**src/rtl/relb_pkg.sv**
```systemverilog
package relb_pkg;

	localparam int DEPTH_DEF = 16;

	localparam int ADDR_W = 32;
	localparam int SIZE_W = 16;
	localparam int OFFS_W = 20;
	localparam int SLOT_OUT_W = 4;

	localparam logic OP_ADD  = 1'b0;
	localparam logic OP_FIND = 1'b1;

	typedef struct packed {
		logic accept;      // item taken: latch fields, prime the walk
		logic add_commit;  // store entry, move pointers, load result
		logic walk_step;   // advance the walk by one entry
		logic finish;      // load find result
	} cmd_t;

	typedef struct packed {
		logic out_free;    // output register empty or being emptied
		logic walk_done;   // walk hit or ran out of entries
	} sts_t;

	typedef struct packed {
		logic                  is_full;
		logic [SIZE_W-1:0]     byte_offset;
		logic [SIZE_W-1:0]     hit_size;
		logic [ADDR_W-1:0]     hit_address;
		logic [SLOT_OUT_W-1:0] slot;
		logic                  found;
	} res_t;

endpackage

```
**src/rtl/relb_ctrl.sv**
```systemverilog
module relb_ctrl (
	input  logic          clk,
	input  logic          arst_n,
	input  logic          in_valid,
	input  logic          in_op,
	output logic          in_ready,
	input  relb_pkg::sts_t sts,
	output relb_pkg::cmd_t cmd
);
	import relb_pkg::*;

	localparam logic [1:0] ST_IDLE = 2'd0;
	localparam logic [1:0] ST_ADD  = 2'd1;
	localparam logic [1:0] ST_WALK = 2'd2;

	logic [1:0] state_q, state_d;

	always_comb begin
		state_d  = state_q;
		cmd      = '0;
		in_ready = 1'b0;
		case (state_q)
			ST_IDLE: begin
				in_ready = 1'b1;
				if (in_valid) begin
					cmd.accept = 1'b1;
					state_d    = (in_op == OP_FIND) ? ST_WALK : ST_ADD;
				end
			end
			ST_ADD: begin
				if (sts.out_free) begin
					cmd.add_commit = 1'b1;
					state_d        = ST_IDLE;
				end
			end
			ST_WALK: begin
				if (sts.walk_done) begin
					if (sts.out_free) begin
						cmd.finish = 1'b1;
						state_d    = ST_IDLE;
					end
				end else begin
					cmd.walk_step = 1'b1;
				end
			end
			default: begin
				state_d = ST_IDLE;
			end
		endcase
	end

	always_ff @(posedge clk or negedge arst_n) begin
		if (!arst_n) begin
			state_q <= ST_IDLE;
		end else begin
			state_q <= state_d;
		end
	end

endmodule

```
**src/rtl/relb_dp.sv**
```systemverilog
module relb_dp #(
	parameter int DEPTH = relb_pkg::DEPTH_DEF
) (
	input  logic                         clk,
	input  logic                         arst_n,
	input  relb_pkg::cmd_t               cmd,
	output relb_pkg::sts_t               sts,
	input  logic [relb_pkg::ADDR_W-1:0]  entry_address,
	input  logic [relb_pkg::SIZE_W-1:0]  entry_size,
	input  logic [relb_pkg::OFFS_W-1:0]  lookup_offs,
	output logic                         out_valid,
	input  logic                         out_ready,
	output relb_pkg::res_t               res
);
	import relb_pkg::*;

	localparam int SLOT_W = (DEPTH > 1) ? $clog2(DEPTH) : 1;
	localparam int CNT_W  = $clog2(DEPTH + 1);

	function automatic logic [SLOT_W-1:0] nxt(input logic [SLOT_W-1:0] s);
		return (s == SLOT_W'(DEPTH - 1)) ? '0 : s + 1'b1;
	endfunction

	function automatic logic [SLOT_OUT_W-1:0] slot_out(input logic [SLOT_W-1:0] s);
		logic [SLOT_W+SLOT_OUT_W-1:0] ext;
		ext = {{SLOT_OUT_W{1'b0}}, s};
		return ext[SLOT_OUT_W-1:0];
	endfunction

	logic [ADDR_W-1:0] addr_mem [DEPTH];
	logic [SIZE_W-1:0] size_mem [DEPTH];

	logic [SLOT_W-1:0] wr_q, rd_q;
	logic              full_q;

	logic [ADDR_W-1:0] lat_addr_q;
	logic [SIZE_W-1:0] lat_size_q;

	logic [SLOT_W-1:0] walk_idx_q;
	logic [CNT_W-1:0]  remain_q;
	logic [OFFS_W-1:0] offs_q;

	logic              vld_s1;
	logic [SLOT_W-1:0] idx_s1;
	logic [ADDR_W-1:0] addr_s1;
	logic [SIZE_W-1:0] sz_s1;

	logic              out_valid_q;
	res_t              res_q;

	logic [SLOT_W:0]   diff;
	logic [CNT_W-1:0]  used;
	logic              hit;
	logic [SLOT_W-1:0] wr_nx, rd_nx;

	always_comb begin
		diff = {1'b0, wr_q} - {1'b0, rd_q};
		if (wr_q < rd_q) begin
			diff = diff + (SLOT_W + 1)'(DEPTH);
		end
		used = full_q ? CNT_W'(DEPTH) : CNT_W'(diff);
	end

	assign hit   = vld_s1 && (remain_q != '0) && (offs_q < {{(OFFS_W-SIZE_W){1'b0}}, sz_s1});
	assign wr_nx = nxt(wr_q);
	assign rd_nx = full_q ? nxt(rd_q) : rd_q;

	assign sts.walk_done = (remain_q == '0) || hit;
	assign sts.out_free  = !out_valid_q || out_ready;
	assign out_valid     = out_valid_q;
	assign res           = res_q;

	// entry store, single write port, registered read along the walk
	always_ff @(posedge clk) begin
		if (cmd.add_commit) begin
			addr_mem[wr_q] <= lat_addr_q;
			size_mem[wr_q] <= lat_size_q;
		end
		if (cmd.walk_step) begin
			addr_s1 <= addr_mem[walk_idx_q];
			sz_s1   <= size_mem[walk_idx_q];
			idx_s1  <= walk_idx_q;
		end
	end

	always_ff @(posedge clk or negedge arst_n) begin
		if (!arst_n) begin
			wr_q        <= '0;
			rd_q        <= '0;
			full_q      <= 1'b0;
			vld_s1      <= 1'b0;
			out_valid_q <= 1'b0;
		end else begin
			if (cmd.accept) begin
				vld_s1 <= 1'b0;
			end else if (cmd.walk_step) begin
				vld_s1 <= 1'b1;
			end
			if (cmd.add_commit) begin
				wr_q   <= wr_nx;
				rd_q   <= rd_nx;
				full_q <= full_q || (wr_nx == rd_nx);
			end
			if (cmd.add_commit || cmd.finish) begin
				out_valid_q <= 1'b1;
			end else if (out_ready) begin
				out_valid_q <= 1'b0;
			end
		end
	end

	always_ff @(posedge clk) begin
		if (cmd.accept) begin
			lat_addr_q <= entry_address;
			lat_size_q <= entry_size;
			offs_q     <= lookup_offs;
			walk_idx_q <= rd_q;
			remain_q   <= used;
		end else if (cmd.walk_step) begin
			walk_idx_q <= nxt(walk_idx_q);
			// the entry now in stage 1 missed: step past it
			if (vld_s1) begin
				offs_q   <= offs_q - {{(OFFS_W-SIZE_W){1'b0}}, sz_s1};
				remain_q <= remain_q - 1'b1;
			end
		end
		if (cmd.add_commit) begin
			res_q.found       <= 1'b0;
			res_q.slot        <= slot_out(wr_q);
			res_q.hit_address <= '0;
			res_q.hit_size    <= '0;
			res_q.byte_offset <= '0;
			res_q.is_full     <= full_q || (wr_nx == rd_nx);
		end else if (cmd.finish) begin
			res_q.found       <= hit;
			res_q.slot        <= hit ? slot_out(idx_s1) : '0;
			res_q.hit_address <= hit ? addr_s1 : '0;
			res_q.hit_size    <= hit ? sz_s1 : '0;
			res_q.byte_offset <= hit ? offs_q[SIZE_W-1:0] : '0;
			res_q.is_full     <= full_q;
		end
	end

`ifndef SYNTHESIS
	a_full_ptrs: assert property (@(posedge clk) disable iff (!arst_n)
		full_q |-> (wr_q == rd_q))
		else $error("full ring with pointers apart");

	a_load_free: assert property (@(posedge clk) disable iff (!arst_n)
		(cmd.add_commit || cmd.finish) |-> sts.out_free)
		else $error("result loaded over a pending one");

	a_load_valid: assert property (@(posedge clk) disable iff (!arst_n)
		(cmd.add_commit || cmd.finish) |=> out_valid_q)
		else $error("result loaded but not presented");

	a_add_nohit: assert property (@(posedge clk) disable iff (!arst_n)
		cmd.add_commit |=> !res_q.found)
		else $error("add reported a hit");
`endif

endmodule

```
**src/rtl/ring_entry_buffer_offset_lookup.sv**
```systemverilog
// Channel  Dir  tdata (low bit up)                                     tuser
// s_axis   in   entry_address[31:0] entry_size[47:32] lookup_offs[67:48] operation
// m_axis   out  slot[3:0] hit_address[35:4] hit_size[51:36]              found
//               byte_offset[67:52] is_full[68]
//
// Add: an accept step, then a commit step. Find: accept, then the
// entry store is read once per cycle along the ring until a hit or the end.
// Commit or find completion holds while the output register still waits.
// One item in flight; the next item is taken while its result waits in the
// output register. Reset empties the ring; store contents are not cleared.
module ring_entry_buffer_offset_lookup #(
	parameter int DEPTH = relb_pkg::DEPTH_DEF
) (
	input  logic        clk,
	input  logic        arst_n,
	input  logic        s_axis_tvalid,
	output logic        s_axis_tready,
	input  logic [71:0] s_axis_tdata,   // entry_address, entry_size, lookup_offs
	input  logic        s_axis_tuser,   // operation
	output logic        m_axis_tvalid,
	input  logic        m_axis_tready,
	output logic [71:0] m_axis_tdata,   // slot, hit_address, hit_size, byte_offset, is_full
	output logic        m_axis_tuser    // found
);
	import relb_pkg::*;

	cmd_t cmd;
	sts_t sts;
	res_t res;

	relb_ctrl u_ctrl (
		.clk      (clk),
		.arst_n   (arst_n),
		.in_valid (s_axis_tvalid),
		.in_op    (s_axis_tuser),
		.in_ready (s_axis_tready),
		.sts      (sts),
		.cmd      (cmd)
	);

	relb_dp #(
		.DEPTH (DEPTH)
	) u_dp (
		.clk           (clk),
		.arst_n        (arst_n),
		.cmd           (cmd),
		.sts           (sts),
		.entry_address (s_axis_tdata[31:0]),
		.entry_size    (s_axis_tdata[47:32]),
		.lookup_offs   (s_axis_tdata[67:48]),
		.out_valid     (m_axis_tvalid),
		.out_ready     (m_axis_tready),
		.res           (res)
	);

	assign m_axis_tuser = res.found;
	assign m_axis_tdata = {3'b000, res.is_full, res.byte_offset, res.hit_size,
		res.hit_address, res.slot};

endmodule

```
**config.mk**
```make
export PLATFORM = sky130hd
export DESIGN_NAME = ring_entry_buffer_offset_lookup
export DESIGN_NICKNAME = d
export VERILOG_FILES = /design/src/rtl/relb_pkg.sv /design/src/rtl/relb_ctrl.sv /design/src/rtl/relb_dp.sv /design/src/rtl/ring_entry_buffer_offset_lookup.sv
export SDC_FILE = /design/constraint.sdc
export NUM_CORES = 1
export LEC_CHECK = 0
export ABC_AREA = 1
export BUFFER_PORTS_ARGS = -buffer_cell sky130_fd_sc_hd__buf_2
export CORE_UTILIZATION = 56
export CTS_CLUSTER_DIAMETER = 30
export DETAILED_ROUTE_END_ITERATION = 8
export HOLD_SLACK_MARGIN = 0.12
export PLACE_DENSITY_LB_ADDON = 0.05
export SETUP_SLACK_MARGIN = 0.1
export SLEW_MARGIN = 20
export SYNTH_ARGS = -nofsm -noshare
export SYNTH_HDL_FRONTEND = slang
export SYNTH_SLANG_ARGS = --single-unit
```
**constraint.sdc**
```tcl
create_clock -name clk -period 5.7 [get_ports clk]
set_clock_uncertainty 0.15 [all_clocks]
set_input_delay 1.425 -clock clk [delete_from_list [all_inputs] [get_ports clk]]
set_output_delay 1.425 -clock clk [all_outputs]
set_load 0.005 [all_outputs]
```
==> results of run 1 <==
metal layers:
metal  share of wire  routed length (um)
met1            0.41               39400
met4           0.024                2250
met5               0                   0
met3           0.060                5740
met2            0.50               47900
Yosys cell counts (all sizes together) (3+ instances only):
library cell,count,area [um^2]
edfxtp,902,27100
o21ai,282,1410
inv,276,1040
nand2,263,1010
nand3,223,1220
a21oi,212,1060
o211ai,193,1450
mux2i,192,1920
clkbuf,98,368
buf,81,469
dfxtp,65,1300
nor2,55,214
ha,30,375
dfrtp,13,325
nand4,6,37.5
nor3,6,35.0
xnor2,6,52.6
o22ai,5,31.3
xor2,4,35.0
nand3b,3,22.5
or2,3,18.8
worst paths after layout:
path | slack (ns) | from | cells after the start | to
max | 2.11 | u_dp.sz_s1[0] | 12 | u_dp.addr_s1[10]
min | 0.30 | u_dp.res[21] | 2 | u_dp.res[21]
max reg2reg | 2.11 | u_dp.sz_s1[0] | 12 | u_dp.addr_s1[10]
min reg2reg | 0.30 | u_dp.res[21] | 2 | u_dp.res[21]
max in group asynchronous | 4.69 | arst_n | 1 | u_dp.wr_q[2]
min in group asynchronous | 0.45 | arst_n | 1 | u_dp.rd_q[3]
layout make-up:
cell class	instances	area [um^2]	share of cell area
Sequential cell	980	28700	0.608
Tap cell	940	1180	0.0249
Inverter	278	1060	0.0225
Multi-Input combinational cell	1496	9120	0.193
Timing Repair Buffer	187	1180	0.0250
Clock buffer	208	4580	0.0970
Clock inverter	107	1420	0.0300
state kept, by name, summed over array words and instances (netlist names), 5 cells and up:
signal / count
u_dp.lat_addr_q: 32
u_dp.addr_mem: 512
u_dp.lat_size_q: 16
u_dp.size_mem: 256
u_dp.offs_q: 20
u_dp.remain_q: 5
u_dp.sz_s1: 16
u_dp.addr_s1: 32
u_dp.res: 70
report_power, final:
part           switching [mW]  internal, mW  total (mW)
Combinational            4.54          2.10        6.64
Clock                    3.50          6.89        10.4
Sequential              0.556          9.04        9.60
Total                    8.60          18.0        26.6
metrics by stage:
stage               setup TNS, ns  std cells  utilization
floorplan                  -82.33       2933            -
global placement                0       3881        0.589
detailed placement              0       3881        0.589
CTS                             0       4196        0.675
global route                    0       4196        0.675
finish                          0       4196        0.675
cell usage in the layout (no fill, tap or decap), types with 24 or more instances in the layout:
master	Yosys	routed
inv_1	271	268
nand2_1	259	259
clkbuf_16	0	174
edfxtp_1	902	902
nand3_1	202	202
o211ai_1	193	193
clkinv_2	0	26
a21oi_1	211	211
buf_2	46	144
o21ai_0	282	281
dfxtp_1	65	65
bufinv_16	0	25
nor2_1	54	41
mux2i_1	192	192
buf_4	15	32
clkbuf_1	98	24
ha_1	30	30
tightest hold or removal path, cell delays in order, from the launching register on:
cell and delay, ns:
dfxtp_1 0.31, nand3_2 0.06, nand2_1 0.04
cells by family after synthesis:
logic type | count (synthesis) | share of synthesized area
AOI/OAI and AO/OA | 699 | 0.101
DFF | 980 | 0.725
and+or+nand+nor | 560 | 0.0647
buffers and inverters | 457 | 0.0475
muxes | 192 | 0.0485
xor gates and xnor gates | 10 | 0.00221
adders and majority gates | 32 | 0.0105
other | 1 | 0.0000947
==> flow_summary.ini, run 1 <==
[cells_and_area]
syn_to_final_growth_pct = 19.4
n_antenna_cell = 0
finish.instance_area_um2 = 47300
n_fill_cell = 4933
nNetsFinal = 3221
drive_gt1_frac = 0.163

[cts]
cts_buffers = 169
holdBufCountCts = 0
path_clk_slew_ns = 0.05
cts_tree = yes
postCtsSetupBuffers = 0
htree_levels = 4
clk_latency_ns = 0.73
cts.path.max_buffers = 3
cts.sinks = 980
cts_root_buf = clkbuf_16
cts_resized = 0

[routing]
ant_nets = 0
vias_per_cell = 5.70
firstDrtPassIters = 9
via_count = 23900
drt-total-wl_mm = 95.3
drcViolationCount = 2
first_iter_violations = 2103
wl_per_cell_um = 22.7

[critical_path]
crit_chain = ha_1 > fa_1 > inv_1 > nand3_1 > nand2_1 > nand2_1 > nand3_2 > nand2_2 > nand2_4 > nand3_1 > inv_2 > buf_4
crit_buf_inv = 3
critPathMaxFanout = 52
crit_arrival_ns = 3.79
cp_data_required_time_ns = 5.89
max_stage_delay_ns = 0.75
end_kind = register
start_kind = register
worst-setup-path-type = reg2reg
critPathSlowestCell = buf_4
critPathTopFamily = buffers and inverters

[sta]
maxSlewViolCount = 0
timing.hold.ws_ns = 0.303
hold_violations = 0
rsz0062_at_grt = false
setup_slack_ns = 2.11
fin_crit_sh = 0.631
setup_viol = 0
slew_headroom = 0.254
fmax_ghz = 0.278
min_period_ns = 3.59
tightestPinTransition_ns = 1.12

[grt]
grt_pass1_vias = 23600
grt_pass1_wl_mm = 142
use_met2 = 0.459
gr-total-overflow = 0
grt_use_met1 = 0.351
grt-busiest-layer = met2
track_usage = 0.270
use_met3 = 0.0456
grt_max_degree = 179
antenna_found_initial = 0

[synth]
async_reset_ff_frac = 0.0133
synth.distinct_cells = 42
synth_area_per_cell_um2 = 13.5
ys.flop_type = edfxtp_1
synth_seq_cells = 980
ys_seq_area_frac = 0.725
yosys_warnings = 0
synth_edf_count = 902
netlist_instances = 2931
syn_area_um2 = 39600

[pwr]
p_leak_nw = 17.7
total_power_mw = 26.6
ir_worst_vdd_mv = 0.465
power_density_nw_per_um2 = 564

[placement]
placed_area_um2 = 41300
io_buffers = 144
dpl_worst_slack_ns = 1.76
dp_hpwl_mm = 48.1
gp_congestion = 0.876

[outcome]
failed_checks = DRC
status = finished, violations left

[floorplanning]
dieArea_um2 = 71800
die_w_um = 268
coreArea_um2 = 70000
io_pins = 152
die_h_um = 268
start_util = 0.565
num_rows = 97

[worst_hold_path]
hold_class = reg2reg

[run]
max_cap_viol_count = 0
(Power assumes the default switching activity.)
==> run 2, diff against run 1 <==
- ABC_AREA: 1 -> 0
- clock period: 5.7 -> 3.5 ns (I/O delays scaled with it)
==> run 2 against run 1 <==
The run now ends clean. Combinational power is 45% higher. Critical endpoint is now u_dp.addr_s1[25]. First-iteration DRC count is 18% lower. Power is 56% higher. Utilization is 2.4 points higher. Register-to-register slack worse by 1.8 ns. Highest routed layer unchanged. Sequential share of layout area is 2.6 points higher. Fmax is 11% higher. Flip-flop and latch count stayed put. Sequential power is 66% higher. Critical path depth is 1 lower. Routed wire length is 14% lower.
==> flow_summary.ini, run 2 <==
[grt]
grt_pass1_wl_mm = 121
grt_max_degree = 78
track_usage = 0.252
antenna_found_initial = 0
grt_pass1_vias = 18900
gr-total-overflow = 0

[worst_hold_path]
hold_class = in2reg
hold_depth = 1
hp-start = s_axis_tdata[18]
worstHoldEndpoint = u_dp.lat_addr_q[18]

[synth]
synth_seq_cells = 980
synth_area_per_cell_um2 = 22.0
async_reset_ff_frac = 0.0133
synth_common_cells = edfxtp_1, mux4_2, a22o_1
ys.flop_type = edfxtp_1
synth_edf_count = 902
yosys_warnings = 0
ys_seq_area_frac = 0.774
synthTopCellsByArea = edfxtp_1, mux4_2, dfxtp_1
synth_most_common_cell = edfxtp_1
syn_area_um2 = 37100
synth_top_area_cell = edfxtp_1
netlist_instances = 1684
netlist.area_leader.share = 0.730
synth.distinct_cells = 58

[critical_path]
crit_path_frequent_cell = buf_12
r2r-end = u_dp.addr_s1[25]
critPathMaxFanout = 21
rrSetupSlack_ns = 0.27
end_kind = register
critPathSlowestCell = edfxtp_1
critPathTopFamily = simple AND/OR/NAND/NOR gates
max_stage_delay_ns = 0.39
crit_arrival_ns = 3.51
cp_data_required_time_ns = 3.77
crit_buf_inv = 3
crit_chain = ha_2 > fa_2 > nor2b_1 > o2111ai_1 > and4b_2 > o31ai_4 > nor4b_4 > buf_4 > nor2_4 > buf_12 > buf_12
worst-setup-path-type = reg2reg
reg2reg_from = u_dp.sz_s1[0]
worstRegToRegCells = 11
start_kind = register

[routing]
drt-met1-wl_mm = 34.5
dr_wl_met2_mm = 41.2
first_iter_violations = 1720
dr_wl_met3_mm = 4.82
via_count = 17900
drt-total-wl_mm = 82.3
firstDrtPassIters = 6
drcViolationCount = 0
vias_per_cell = 6.02
wl_per_cell_um = 27.7
routed.top_layer = met4
ant_nets = 0

[cts]
cts_tree = yes
cts_buffers = 167
htree_levels = 4
cts.sinks = 980
cts.path.max_buffers = 3
cts_resized = 0
path_clk_slew_ns = 0.05
cts_root_buf = clkbuf_16
clk_latency_ns = 0.72

[pwr]
p_sw_frac = 0.278
ir_worst_vdd_mv = 0.534
p_switching_mw = 11.6
internal_power_mw = 30.1
clkPwrFrac = 0.386
combPwrFrac = 0.232
power_frac_seq = 0.382
power_density_nw_per_um2 = 918
p_leak_nw = 15.4

[floorplanning]
io_pins = 152
dieArea_um2 = 67300
die_w_um = 259
die_h_um = 259
coreArea_um2 = 64900
start_util = 0.571
num_rows = 93

[cells_and_area]
final_cells = 2973
n_fill_cell = 3998
multi_input_area_um2 = 8090
final-seq-area_um2 = 28700
syn_to_final_growth_pct = 22.3
drive_gt1_frac = 0.352
final_common_cell = edfxtp_1
mostFrequentLayoutCells = edfxtp_1, mux4_2, clkbuf_16
largest-register = u_dp.addr_mem
largest_reg_flops = 512
n_antenna_cell = 0
nNetsFinal = 2085

[run]
max_cap_viol_count = 0

[sta]
tightestPinTransition_ns = 0.700
setup_viol = 0
fmax_ghz = 0.309
finalSetupTns_ns = 0
maxSlewViolCount = 0
hold_violations = 0
slew_headroom = 0.533
rsz0062_at_grt = false
fin_crit_sh = 0.923
min_period_ns = 3.23

[placement]
io_buffers = 144
dp.cells = 2658
dp_hpwl_mm = 41.3
gp_congestion = 0.823

[outcome]
status = finished clean
## run 2: cells by family after synthesis
kind of cell	Yosys count	synth area share
compound gates	170	0.0332
xor+xnor	28	0.00661
flops	980	0.774
simple gates	109	0.0147
other cells	1	0.000101
mux	245	0.147
buf+inv	119	0.0128
fa+ha+maj	32	0.0112
## run 2: layout make-up
class                           count  share of cell area
Sequential cell                   980               0.633
Clock inverter                    115              0.0290
Tap cell                          855              0.0236
Timing Repair Buffer              208              0.0368
Clock buffer                      196              0.0964
Multi-Input combinational cell    587               0.178
Inverter                           32             0.00268
## run 2: what timing repair did
item,CTS,global route
endpoints found under the setup margin,0,69
hold buffers,1,0
setup buffers,0,3
hold endpoints to repair,13,0
## run 2: worst max path at each step
stage | start | to | slack (ns) | cells after the start
2_1_floorplan | m_axis_tready | u_dp.addr_mem[11][0] | -0.66 | 5
3_3_place_gp | u_dp.sz_s1[9] | u_dp.res[1] | 0.26 | 10
3_5_place_dp | u_dp.offs_q[9] | u_dp.res[1] | 0.19 | 9
4_1_cts | u_dp.offs_q[9] | u_dp.res[1] | 0.16 | 9
5_1_grt | u_dp.sz_s1[0] | u_dp.sz_s1[11] | 0.14 | 11
6_report | u_dp.sz_s1[0] | u_dp.addr_s1[25] | 0.27 | 11
## run 2: power groups by stage
stage | logic [mW] | clock network (mW) | registers (mW)
finish | 9.66 | 16.1 | 15.9
global route | 10.4 | 16.9 | 16.0
CTS | 9.81 | 16.3 | 15.9
detailed placement | 9.74 | 0 | 16.1
global placement | 9.62 | 0 | 16.0
floorplan | 6.86 | 0 | 15.7
## run 2: per-layer routing
layer	vias to the layer above	track usage
li1	7692	-
met1	9489	0.352
met2	583	0.405
met3	143	0.0504
met4	0	0.0835
met5	-	0
## run 2: stage by stage
stage	util	area [um^2]	power, mW	hold slack [ns]	setup slack, ns
finish	0.698	45300	41.6	0.174	0.269
floorplan	-	37200	22.6	0.274	-0.662
global route	0.698	45300	43.3	0.141	0.138
detailed placement	0.610	39600	25.8	0.292	0.191
global placement	0.610	39600	25.6	0.281	0.265
CTS	0.698	45300	42.0	0.124	0.160
==> run 3, diff against run 2 <==
- GPL_ROUTABILITY_DRIVEN: not set -> 0
- RECOVER_POWER: not set -> 100
==> run 3 against run 2 <==
The run now ends with capacitance limit, slew limit left. Sequential share of layout area up 0.73 points. Non-clock buffer count did not move. Final cell count unchanged. Clock-buffer cell count unchanged. Global-route usage unchanged. Largest power group unchanged. Critical path depth fell by 1. Sequential power barely moved. Worst setup slack got worse by 0.045 ns.
==> flow_summary.ini, run 3 (same netlist as run 2, synthesis figures left out) <==
[grt]
antenna_found_initial = 0
grt_max_degree = 78
gr-total-overflow = 0
grt_pass1_wl_mm = 121
grt_pass1_vias = 18900
track_usage = 0.252

[floorplanning]
dieArea_um2 = 67300
die_w_um = 259
coreArea_um2 = 64900
die_h_um = 259
start_util = 0.571
num_rows = 93
io_pins = 152

[worst_hold_path]
hold_class = in2reg

[cts]
cts_tree = yes
cts.path.max_buffers = 3
htree_levels = 4
path_clk_slew_ns = 0.05
clk_latency_ns = 0.72
cts_root_buf = clkbuf_16
cts.sinks = 980
cts_buffers = 167

[cells_and_area]
largest_reg_flops = 512
final-seq-area_um2 = 28700
syn_to_final_growth_pct = 20.9
final_common_cell = edfxtp_1
n_fill_cell = 4094
drive_gt1_frac = 0.313
largest-register = u_dp.addr_mem
post-route-util = 0.690
n_antenna_cell = 0
multi_input_area_um2 = 7990
mostFrequentLayoutCells = edfxtp_1, mux4_2, clkbuf_16
nNetsFinal = 2085

[critical_path]
cp_data_required_time_ns = 3.94
critPathMaxFanout = 39
end_kind = register
start_kind = register
worst-setup-path-type = reg2reg
crit_arrival_ns = 3.72

[routing]
vias_per_cell = 6.05
drt-total-wl_mm = 82.3
via_count = 18000
routed.top_layer = met4
drt-met1-wl_mm = 33.8
firstDrtPassIters = 5
ant_nets = 0
dr_wl_met2_mm = 41.3
drcViolationCount = 0
dr_wl_met3_mm = 5.45
first_iter_violations = 1863
wl_per_cell_um = 27.7

[pwr]
power_density_nw_per_um2 = 925
total_power_mw = 41.5
p_leak_nw = 15.0
ir_worst_vdd_mv = 0.533

[sta]
setup_viol = 0
hold_violations = 0
rsz0062_at_grt = false
slew_headroom = -0.0248
maxSlewViolCount = 35
finalSetupTns_ns = 0
fmax_ghz = 0.305
fin_crit_sh = 0.936
min_period_ns = 3.28
tightestPinTransition_ns = 1.54

[placement]
io_buffers = 144
dp_hpwl_mm = 41.3

[outcome]
status = finished, violations left
failed_checks = capacitance limit, slew limit

[run]
max_cap_viol_count = 1
## run 3: final timing paths
kind,startpoint,end,slack [ns],cells past startpoint
max,u_dp.offs_q[9],u_dp.res[5],0.22,10
min,s_axis_tdata[38],u_dp.lat_size_q[6],0.17,1
max reg2reg,u_dp.offs_q[9],u_dp.res[5],0.22,10
min reg2reg,u_dp.res[0],u_dp.res[0],0.30,1
max in group asynchronous,arst_n,u_dp.wr_q[3],2.04,2
min in group asynchronous,arst_n,u_dp.rd_q[2],0.63,2
## run 3: worst max-delay path, cell delays in order, from the launching register on
cell and delay, ns:
edfxtp_1 0.42, ha_1 0.40, a211oi_2 0.28, o21bai_1 0.14
a22oi_1 0.29, o31ai_4 0.16, nor4b_1 0.46, buf_4 0.24
o221ai_4 0.15, buf_12 0.22, a22o_1 0.21
## run 3: layout make-up
class,count,area share
clock inverter,115,0.0293
tap,855,0.0239
inverter,32,0.00271
multi-input combinational,587,0.178
clock buffer,196,0.0975
timing repair buffer,208,0.0280
sequential,980,0.640
## run 3: what timing repair did
| item | CTS | global route |
|---|---|---|
| hold buffers | 1 | 0 |
| buffers inserted | 0 | 3 |
| endpoints found under the hold margin | 13 | 0 |
| setup endpoints to repair | 0 | 69 |
| resized for setup | 0 | 0 |
## run 3: per-stage QoR
step                area (um^2)  cells  hold WS (ns)  setup slack, ns
global placement          39600   2658         0.281            0.265
CTS                       45300   2970         0.124            0.160
finish                    44800   2973         0.174            0.223
floorplan                 37200   1686         0.274           -0.662
global route              44800   2973         0.141           0.0679
detailed placement        39600   2658         0.292            0.191
## run 3: power by group
| group | internal (mW) | switching (mW) |
|---|---|---|
| registers | 14.9 | 0.953 |
| clock network | 10.5 | 5.61 |
| logic | 4.57 | 4.92 |
| total | 30.0 | 11.5 |
## run 3: routing by layer
metal / vias to the layer above / track usage
li1: 7696 / -
met1: 9500 / 0.352
met5: - / 0
met3: 141 / 0.0504
met4: 0 / 0.0835
met2: 663 / 0.405
